==> src/hdl/generational_handle_table_top_assert.svh <==
// Assertion macros for the generational handle table.
`ifndef GENERATIONAL_HANDLE_TABLE_TOP_ASSERT_SVH
`define GENERATIONAL_HANDLE_TABLE_TOP_ASSERT_SVH
`ifndef SYNTHESIS
// Check a condition at every rising clock edge outside reset.
`define GHT_ASSERT(label, expr) \
  label: assert property (@(posedge clk) disable iff (rst) (expr)) \
    else $error("generational_handle_table: check failed");
// Check that a condition implies another in the same cycle.
`define GHT_ASSERT_IMPL(label, ante, cons) \
  label: assert property (@(posedge clk) disable iff (rst) (ante) |-> (cons)) \
    else $error("generational_handle_table: implication failed");
`else
`define GHT_ASSERT(label, expr)
`define GHT_ASSERT_IMPL(label, ante, cons)
`endif
`endif

==> src/hdl/ght_pkg.sv <==
// Shared types, constants and helpers of the generational handle table.
package ght_pkg;

  localparam int REQ_W     = 2;
  localparam int SLOT_W    = 12;
  localparam int GEN_W     = 32;
  localparam int POINTER_W = 64;
  localparam int LIVE_W    = 13;

  localparam int SLOTS_PER_PAGE_DEF = 256;
  localparam int PAGE_COUNT_DEF     = 16;
  localparam int QUEUE_DEPTH        = 2;

  localparam int IN_FIELDS_W  = SLOT_W + GEN_W + POINTER_W;
  localparam int IN_DATA_W    = ((IN_FIELDS_W + 7) / 8) * 8;
  localparam int OUT_FIELDS_W = 1 + SLOT_W + GEN_W + POINTER_W + LIVE_W;
  localparam int OUT_DATA_W   = ((OUT_FIELDS_W + 7) / 8) * 8;

  typedef enum logic [REQ_W-1:0] {
    REQ_ALLOC   = 2'd0,
    REQ_FREE    = 2'd1,
    REQ_RESOLVE = 2'd2,
    REQ_CLEAR   = 2'd3
  } req_t;

  typedef enum logic [2:0] {
    CMD_ALLOC,
    CMD_REJECT,
    CMD_FREE,
    CMD_RESOLVE,
    CMD_CLEAR
  } cmd_kind_t;

  typedef struct packed {
    cmd_kind_t              kind;
    logic [SLOT_W-1:0]      slot;
    logic [GEN_W-1:0]       gen;
    logic [POINTER_W-1:0]   ptr;
  } cmd_t;

  typedef struct packed {
    logic init_busy;
    logic clear_busy;
  } back_status_t;

  // Next generation, skipping zero on wrap.
  function automatic logic [GEN_W-1:0] bump_gen(input logic [GEN_W-1:0] g);
    bump_gen = (g == '1) ? GEN_W'(1) : g + GEN_W'(1);
  endfunction

endpackage

==> src/hdl/ght_fifo.sv <==
// Small command queue between the front and back parts.
module ght_fifo
  import ght_pkg::*;
#(
  parameter int DEPTH = QUEUE_DEPTH
) (
  input  logic clk,
  input  logic rst,
  input  logic push,
  input  cmd_t din,
  output logic full,
  input  logic pop,
  output cmd_t dout,
  output logic empty
);

  localparam int QP_W  = (DEPTH > 1) ? $clog2(DEPTH) : 1;
  localparam int CNT_W = $clog2(DEPTH + 1);

  cmd_t             entries [DEPTH];
  logic [QP_W-1:0]  wr_ptr;
  logic [QP_W-1:0]  rd_ptr;
  logic [CNT_W-1:0] count;

  assign full  = (count == CNT_W'(DEPTH));
  assign empty = (count == '0);
  assign dout  = entries[rd_ptr];

  always_ff @(posedge clk) begin
    if (rst) begin
      wr_ptr <= '0;
      rd_ptr <= '0;
      count  <= '0;
    end else begin
      if (push && !full) begin
        entries[wr_ptr] <= din;
        wr_ptr <= (wr_ptr == QP_W'(DEPTH - 1)) ? '0 : wr_ptr + QP_W'(1);
      end
      if (pop && !empty) begin
        rd_ptr <= (rd_ptr == QP_W'(DEPTH - 1)) ? '0 : rd_ptr + QP_W'(1);
      end
      case ({push && !full, pop && !empty})
        2'b10:   count <= count + CNT_W'(1);
        2'b01:   count <= count - CNT_W'(1);
        default: count <= count;
      endcase
    end
  end

endmodule

==> src/hdl/ght_front.sv <==
// Front part: accept request beats, classify them and queue the commands.
module ght_front
  import ght_pkg::*;
(
  input  logic                 clk,
  input  logic                 rst,
  input  logic                 s_valid,
  output logic                 s_ready,
  input  logic [REQ_W-1:0]     req_type,
  input  logic [SLOT_W-1:0]    slot_index,
  input  logic [GEN_W-1:0]     generation,
  input  logic [POINTER_W-1:0] pointer_value,
  input  back_status_t         status,
  output logic                 cmd_valid,
  output cmd_t                 cmd,
  input  logic                 cmd_pop
);

  cmd_t q_din;
  logic q_full;
  logic q_empty;

  always_comb begin
    q_din.slot = slot_index;
    q_din.gen  = generation;
    q_din.ptr  = pointer_value;
    case (req_t'(req_type))
      REQ_ALLOC:   q_din.kind = (pointer_value == '0) ? CMD_REJECT : CMD_ALLOC;
      REQ_FREE:    q_din.kind = CMD_FREE;
      REQ_RESOLVE: q_din.kind = CMD_RESOLVE;
      REQ_CLEAR:   q_din.kind = CMD_CLEAR;
      default:     q_din.kind = CMD_REJECT;
    endcase
  end

  // Hold off input while the back part sweeps the slot memories after reset.
  assign s_ready   = !q_full && !status.init_busy;
  assign cmd_valid = !q_empty;

  ght_fifo #(
    .DEPTH(QUEUE_DEPTH)
  ) u_queue (
    .clk  (clk),
    .rst  (rst),
    .push (s_valid && s_ready),
    .din  (q_din),
    .full (q_full),
    .pop  (cmd_pop),
    .dout (cmd),
    .empty(q_empty)
  );

endmodule

==> config.mk <==
export PLATFORM = sky130hd
export DESIGN_NAME = ght_front
export DESIGN_NICKNAME = d
export VERILOG_FILES = /design/src/hdl/generational_handle_table_top_assert.svh /design/src/hdl/ght_pkg.sv /design/src/hdl/ght_fifo.sv /design/src/hdl/ght_front.sv
export SDC_FILE = /design/constraint.sdc
export NUM_CORES = 1
export LEC_CHECK = 0
export BUFFER_PORTS_ARGS = -buffer_cell sky130_fd_sc_hd__buf_4
export CAP_MARGIN = 15
export CORE_AREA = 2 2 159 161
export CTS_CLUSTER_DIAMETER = 120
export CTS_CLUSTER_SIZE = 40
export DETAILED_ROUTE_END_ITERATION = 10
export DIE_AREA = 0 0 161 163
export SYNTH_ARGS = -nofsm -noshare
export SYNTH_HDL_FRONTEND = slang
export SYNTH_HIERARCHICAL = 1
export SYNTH_SLANG_ARGS = --single-unit
==> constraint.sdc <==
create_clock -name clk -period 17.43 [get_ports clk]
set_input_delay 0.8715 -clock clk [delete_from_list [all_inputs] [get_ports clk]]
set_output_delay 0.8715 -clock clk [all_outputs]
set_load 0.005 [all_outputs]
==> results of run 1 <==
## worst max path at each step
stage               slack (ns)  cells past startpoint                     to  startpoint
finish                   13.92                      3                cmd[17]    register
global route             13.72                      3                cmd[23]    register
CTS                      13.81                      3                cmd[73]    register
detailed placement       14.35                      3                cmd[73]    register
global placement         14.39                      3                cmd[17]    register
floorplan                 7.38                      4  u_queue/entries[1][0]   status[1]
## power by group through the flow
stage / Combinational [uW] / Sequential (uW) / Clock, uW
floorplan: 153 / 656 / 0
global placement: 281 / 668 / 0
detailed placement: 284 / 671 / 0
CTS: 286 / 658 / 261
global route: 303 / 661 / 277
finish: 280 / 657 / 248
## flip-flops by register name (all words and copies together) (netlist names), named ones only
| name | flops |
|---|---|
| u_queue/rd_ptr | 1 |
| u_queue/count | 2 |
| u_queue/wr_ptr | 1 |
| u_queue/entries | 222 |
## layer usage
layer,GRT usage (%),vias to the layer above,wire (um)
met4,2.76,0,295
met2,22.1,141,8540
met1,14.4,2210,6650
met3,3.31,15,1080
li1,-,2055,-
met5,0,-,0
## layout make-up
| type | count | area [um2] | share of cell area (%) |
|---|---|---|---|
| tap | 330 | 413 | 3.83 |
| timing repair buffer | 232 | 1740 | 16.2 |
| sequential | 227 | 6770 | 62.8 |
| clock inverter | 1 | 16.3 | 0.151 |
| multi-input combinational | 159 | 1590 | 14.7 |
| clock buffer | 10 | 229 | 2.13 |
| inverter | 5 | 18.8 | 0.174 |
## worst max-delay path, cell delays in order, from the launching register on
cell and delay, ns:
dfxtp_4 0.85, buf_4 0.71, mux2_2 0.43, buf_4 0.14
## metrics by stage
stage                     hold WS (ns)  instance area [um2]
after floorplan                  0.461                 8420
after detailed placement         0.510                10500
after global routing             0.530                10800
after global placement           0.494                10500
final                            0.526                10800
after CTS                        0.525                10800
## logic make-up (layout without fill, tap and decap cells)
group	Yosys count	in the layout
mux	111	111
flops	227	227
xor+xnor	3	3
simple gates	35	35
buf+inv	17	248
fa+ha+maj	4	4
compound gates	6	6
## cells in the final DEF (no fill, tap or decap), types with 2 or more instances in the layout
cell type	n
buf_4	232
edfxtp_1	222
mux2_2	111
nor4_1	13
clkbuf_16	9
nor2_1	6
inv_1	5
ha_1	4
dfxtp_1	4
nand4_1	3
xnor2_1	2
o21ai_0	2
or3_1	2
a21oi_1	2
==> results.py, run 1 <==
metrics = {
    "run_status": {
        "status": "completed",
    },
    "layout": {
        "antennaDiodeCount": 0,
        "syn_to_final_growth_pct": 27.9,
        "fill_cells": 2203,
        "instances_no_fill": 964,
        "nets": 754,
        "final_util_pct": 43.7,
        "drive_above_1_share_pct": 56.5,
    },
    "synth": {
        "synth_top_area_share_pct": 79.2,
        "synth_top_family_by_area": "multiplexers",
        "synth_warnings": 6,
        "yosysMostFrequentCell": "edfxtp_1",
        "synth_compound_area_share_pct": 0.475,
        "synth_common_cells": "222 x edfxtp_1, 111 x mux2_2, 13 x nor4_1, 12 x buf_2, 6 x nor2_1",
        "synth_top_flop_cell": "edfxtp_1",
        "synth_simple_gate_area_share_pct": 2.48,
        "ys_async_sr_fraction_pct": 0,
        "yosysSeqAreaShare_pct": 80.4,
        "yosys.area_share.adder_pct": 0.594,
        "synthMuxAreaShare_pct": 14.8,
        "synth_edf_count": 222,
        "ys_seq_elements": 227,
        "synth_area_um2": 8420,
        "ys_types": 26,
        "synthTopCellsByArea": "edfxtp_1 79%, mux2_2 15%, dfxtp_1 1.2%, nor4_1 0.97%, buf_2 0.71%",
        "avgSynthCellArea_um2": 20.9,
        "synth_fp_nets": 523,
        "syn_inst": 403,
        "synth_xor_area_share_pct": 0.312,
        "synth_area_leader_cell": "edfxtp_1",
    },
    "clocking": {
        "clock_sinks": 227,
        "cts_root_buffer": "clkbuf_16",
        "clockBufferDepth": 3,
        "cts_inserted_buffers": 9,
        "tritoncts": "yes",
        "postCtsSetupBuffers": 0,
        "htreeDepth": 1,
        "clk_latency_ns": 0.48,
        "clkTransAtPathRegs_ns": 0.12,
        "post_cts_resized": 0,
        "postCtsHoldBufs": 0,
    },
    "floorplan": {
        "die_area_um2": 26200,
        "die_h_um": 163,
        "die_x_um": 161,
        "initial_utilization_pct": 34.1,
        "rows": 58,
        "ios": 229,
        "core_um2": 24700,
    },
    "pwr": {
        "p_int_uw": 901,
        "power_frac_comb_pct": 23.6,
        "clkPwrFrac_pct": 20.9,
        "power_leakage_uw": 0.00380,
        "swShare_pct": 24.0,
        "power_uw": 1180,
        "powerDensity_nw_per_um2": 110,
        "net-switching-power_uw": 284,
        "sequentialPowerShare_pct": 55.4,
        "vdd_drop_max_v": 0.0000824,
    },
    "sta": {
        "tightest_slew_ns": 0.837,
        "setup_viol": 0,
        "rsz0062_at_grt": "no",
        "drv_slew": 0,
        "setup_tns_ns": 0,
        "fmax_mhz": 285,
        "timing.final.ws_setup_ns": 13.92,
        "maxSlewHeadroom_pct": 44.2,
        "fin_crit_sh_pct": 20.1,
        "clock_skew_ns": 0.0201,
        "hold_viol": 0,
        "period_minus_slack_ns": 3.51,
    },
    "placement": {
        "dp_slack_ns": 14.35,
        "gp_congestion": 0.742,
        "portBuffers": 227,
        "placedCellCount": 953,
        "dp_hpwl_mm": 11.4,
    },
    "grt": {
        "grt_max_degree": 58,
        "grtUsageTotal_pct": 12.2,
        "overflow": 0,
        "grt_pass1_wl_mm": 25.4,
        "grt_pass1_vias": 4821,
        "antenna_found_initial": 0,
    },
    "drt": {
        "routedWlPerCell_um": 17.2,
        "vias": 4421,
        "drt-initial-drc-count": 217,
        "viasPerCell": 4.59,
        "routed_wl_mm": 16.6,
        "drc": 0,
        "firstDrtPassIters": 4,
        "drtAntennaViolNets": 0,
    },
    "run": {
        "cap_viol_max_count": 0,
    },
    "critical_path": {
        "critPathMaxFanout": 56,
        "ff2ff_path_depth": 6,
        "critical_path_class": "register to output port",
        "endpoint_kind": "output port",
        "worstPathRequired_ns": 16.56,
        "rr_startpoint": "u_queue/count[0]",
        "r2r_end": "u_queue/entries[1][87]",
        "reg2reg_setup_slack_ns": 15.16,
        "startpoint_type": "register",
        "arrival_ns": 2.64,
    },
    "worst_hold_path": {
        "hp-start": "u_queue/count[1]",
        "hp-class": "register to register",
        "hold_end": "u_queue/count[1]",
        "whs_path_depth": 2,
    },
}
Note: power is estimated with default switching activity, not from simulation.
==> run 2: changes to the inputs <==
Clock period 17.43 ns to 3.15 ns, I/O delays scaled along.
==> run 2 against run 1 <==
Against the previous run:
- register-to-register slack worse by 14 ns
- utilization rose by 4.7 points
- clock skew decreased by 0.0089 ns
- non-clock buffer count is 110 higher
- final cell count rose by 12%
- first-iteration DRC count is 5.1% higher
- combinational power rose to 6.3 times the previous value
- worst setup slack got worse by 13 ns
- via count up 10%
- count of clock-buffer cells in the layout stayed put
- critical path type unchanged
- largest cell class unchanged
- largest power group unchanged
==> results.py, run 2 (same netlist as run 1, synthesis figures left out) <==
metrics = {
    "clocking": {
        "clock_sinks": 227,
        "cts_inserted_buffers": 9,
        "postCtsSetupBuffers": 0,
        "clkTransAtPathRegs_ns": 0.14,
        "clk_latency_ns": 0.48,
        "postCtsHoldBufs": 109,
        "tritoncts": "yes",
        "cts_root_buffer": "clkbuf_16",
        "clockBufferDepth": 3,
        "htreeDepth": 1,
        "post_cts_resized": 0,
    },
    "placement": {
        "placedCellCount": 954,
        "gp_congestion": 0.715,
        "portBuffers": 227,
        "dp_hpwl_mm": 11.7,
        "dp_slack_ns": 1.03,
    },
    "drt": {
        "drt-initial-drc-count": 228,
        "drc": 0,
        "firstDrtPassIters": 5,
        "viasPerCell": 4.53,
        "routed_wl_mm": 17.9,
        "drtAntennaViolNets": 0,
        "vias": 4865,
        "routedWlPerCell_um": 16.6,
    },
    "layout": {
        "fill_cells": 2096,
        "nets": 864,
        "drive_above_1_share_pct": 49.1,
        "mostFrequentLayoutCell": "buf_4",
        "antennaDiodeCount": 0,
        "instances_no_fill": 1075,
        "largest_register_ffs": 222,
        "final_cell_mix": "230 x buf_4, 222 x edfxtp_1, 111 x mux2_2",
        "syn_to_final_growth_pct": 41.9,
        "multi_input_area_um2": 1620,
        "seq_area_um2": 6770,
        "top_register": "u_queue/entries",
        "reg.largest.list": "u_queue/entries: 222 flops, u_queue/count: 2 flops",
    },
    "critical_path": {
        "endpoint_kind": "output port",
        "startpoint_type": "register",
        "worstPathRequired_ns": 2.99,
        "critical_path_class": "register to output port",
        "arrival_ns": 2.09,
        "critPathMaxFanout": 32,
    },
    "sta": {
        "timing.final.ws_setup_ns": 0.899,
        "tightest_slew_ns": 0.699,
        "whs_ns": 0.0288,
        "drv_slew": 0,
        "fin_crit_sh_pct": 71.5,
        "setup_viol": 0,
        "clock_skew_ns": 0.0111,
        "period_minus_slack_ns": 2.25,
        "rsz0062_at_grt": "no",
        "hold_viol": 0,
        "maxSlewHeadroom_pct": 53.4,
        "fmax_mhz": 444,
    },
    "worst_hold_path": {
        "hp-class": "primary input to register",
    },
    "grt": {
        "grt_pass1_vias": 5251,
        "grtUsageTotal_pct": 12.9,
        "antenna_found_initial": 0,
        "overflow": 0,
        "grt_max_degree": 63,
        "grt_pass1_wl_mm": 27.0,
    },
    "floorplan": {
        "die_h_um": 163,
        "die_area_um2": 26200,
        "core_um2": 24700,
        "rows": 58,
        "die_x_um": 161,
        "initial_utilization_pct": 34.1,
        "ios": 229,
    },
    "pwr": {
        "vdd_drop_max_v": 0.000405,
        "power_leakage_uw": 0.00428,
        "powerDensity_nw_per_um2": 563,
    },
    "run": {
        "cap_viol_max_count": 0,
    },
    "run_status": {
        "status": "completed",
    },
}
run 2: report_power, final:
part	leakage (uW)	total (uW)	switching, uW	internal, uW
logic	0.00210	1760	688	1080
registers	0.00206	3580	89.6	3490
clock network	0.000122	1380	841	539
total	0.00428	6730	1620	5110
run 2: area by class of cell:
type	instances	share of cell area [%]
inverters	5	0.157
multi-input cells	159	13.5
clock inverters	2	0.136
flip-flops and latches	227	56.7
clock buffers	10	1.92
repair buffers	342	24.1
well taps	330	3.46
run 2: worst paths after layout:
check / end / start / cells after the start / slack (ns)
setup reg to reg: u_queue/entries[1][44] / u_queue/count[1] / 6 / 1.03
hold / removal: u_queue/entries[1][110] / req_type[0] / 2 / 0.03
setup / recovery: cmd[4] / register / 3 / 0.90
hold reg to reg: u_queue/count[1] / u_queue/count[1] / 2 / 0.52
run 2: routing by layer:
metal / GRT usage, % / vias to the layer above / part of all wire, %
li1: - / 2272 / -
met1: 14.6 / 2437 / 38
met2: 24.7 / 138 / 54
met3: 2.98 / 18 / 5.5
met4: 3.00 / 0 / 1.8
met5: 0 / - / 0
run 2: stage by stage:
step | total power, uW | TNS [ns] | util (%) | instance area, um2
after global placement | 5300 | 0 | 43.0 | 10600
after global routing | 7020 | 0 | 48.4 | 11900
final | 6730 | 0 | 48.4 | 11900
after floorplan | 4470 | -184.37 | - | 8470
after CTS | 6830 | 0 | 48.4 | 11900
after detailed placement | 5340 | 0 | 43.0 | 10600
run 2: worst max-delay path, cell delays in order, from the launching register on:
cell     delay, ns
dfxtp_4       0.59
buf_4         0.46
mux2_2        0.40
buf_4         0.14
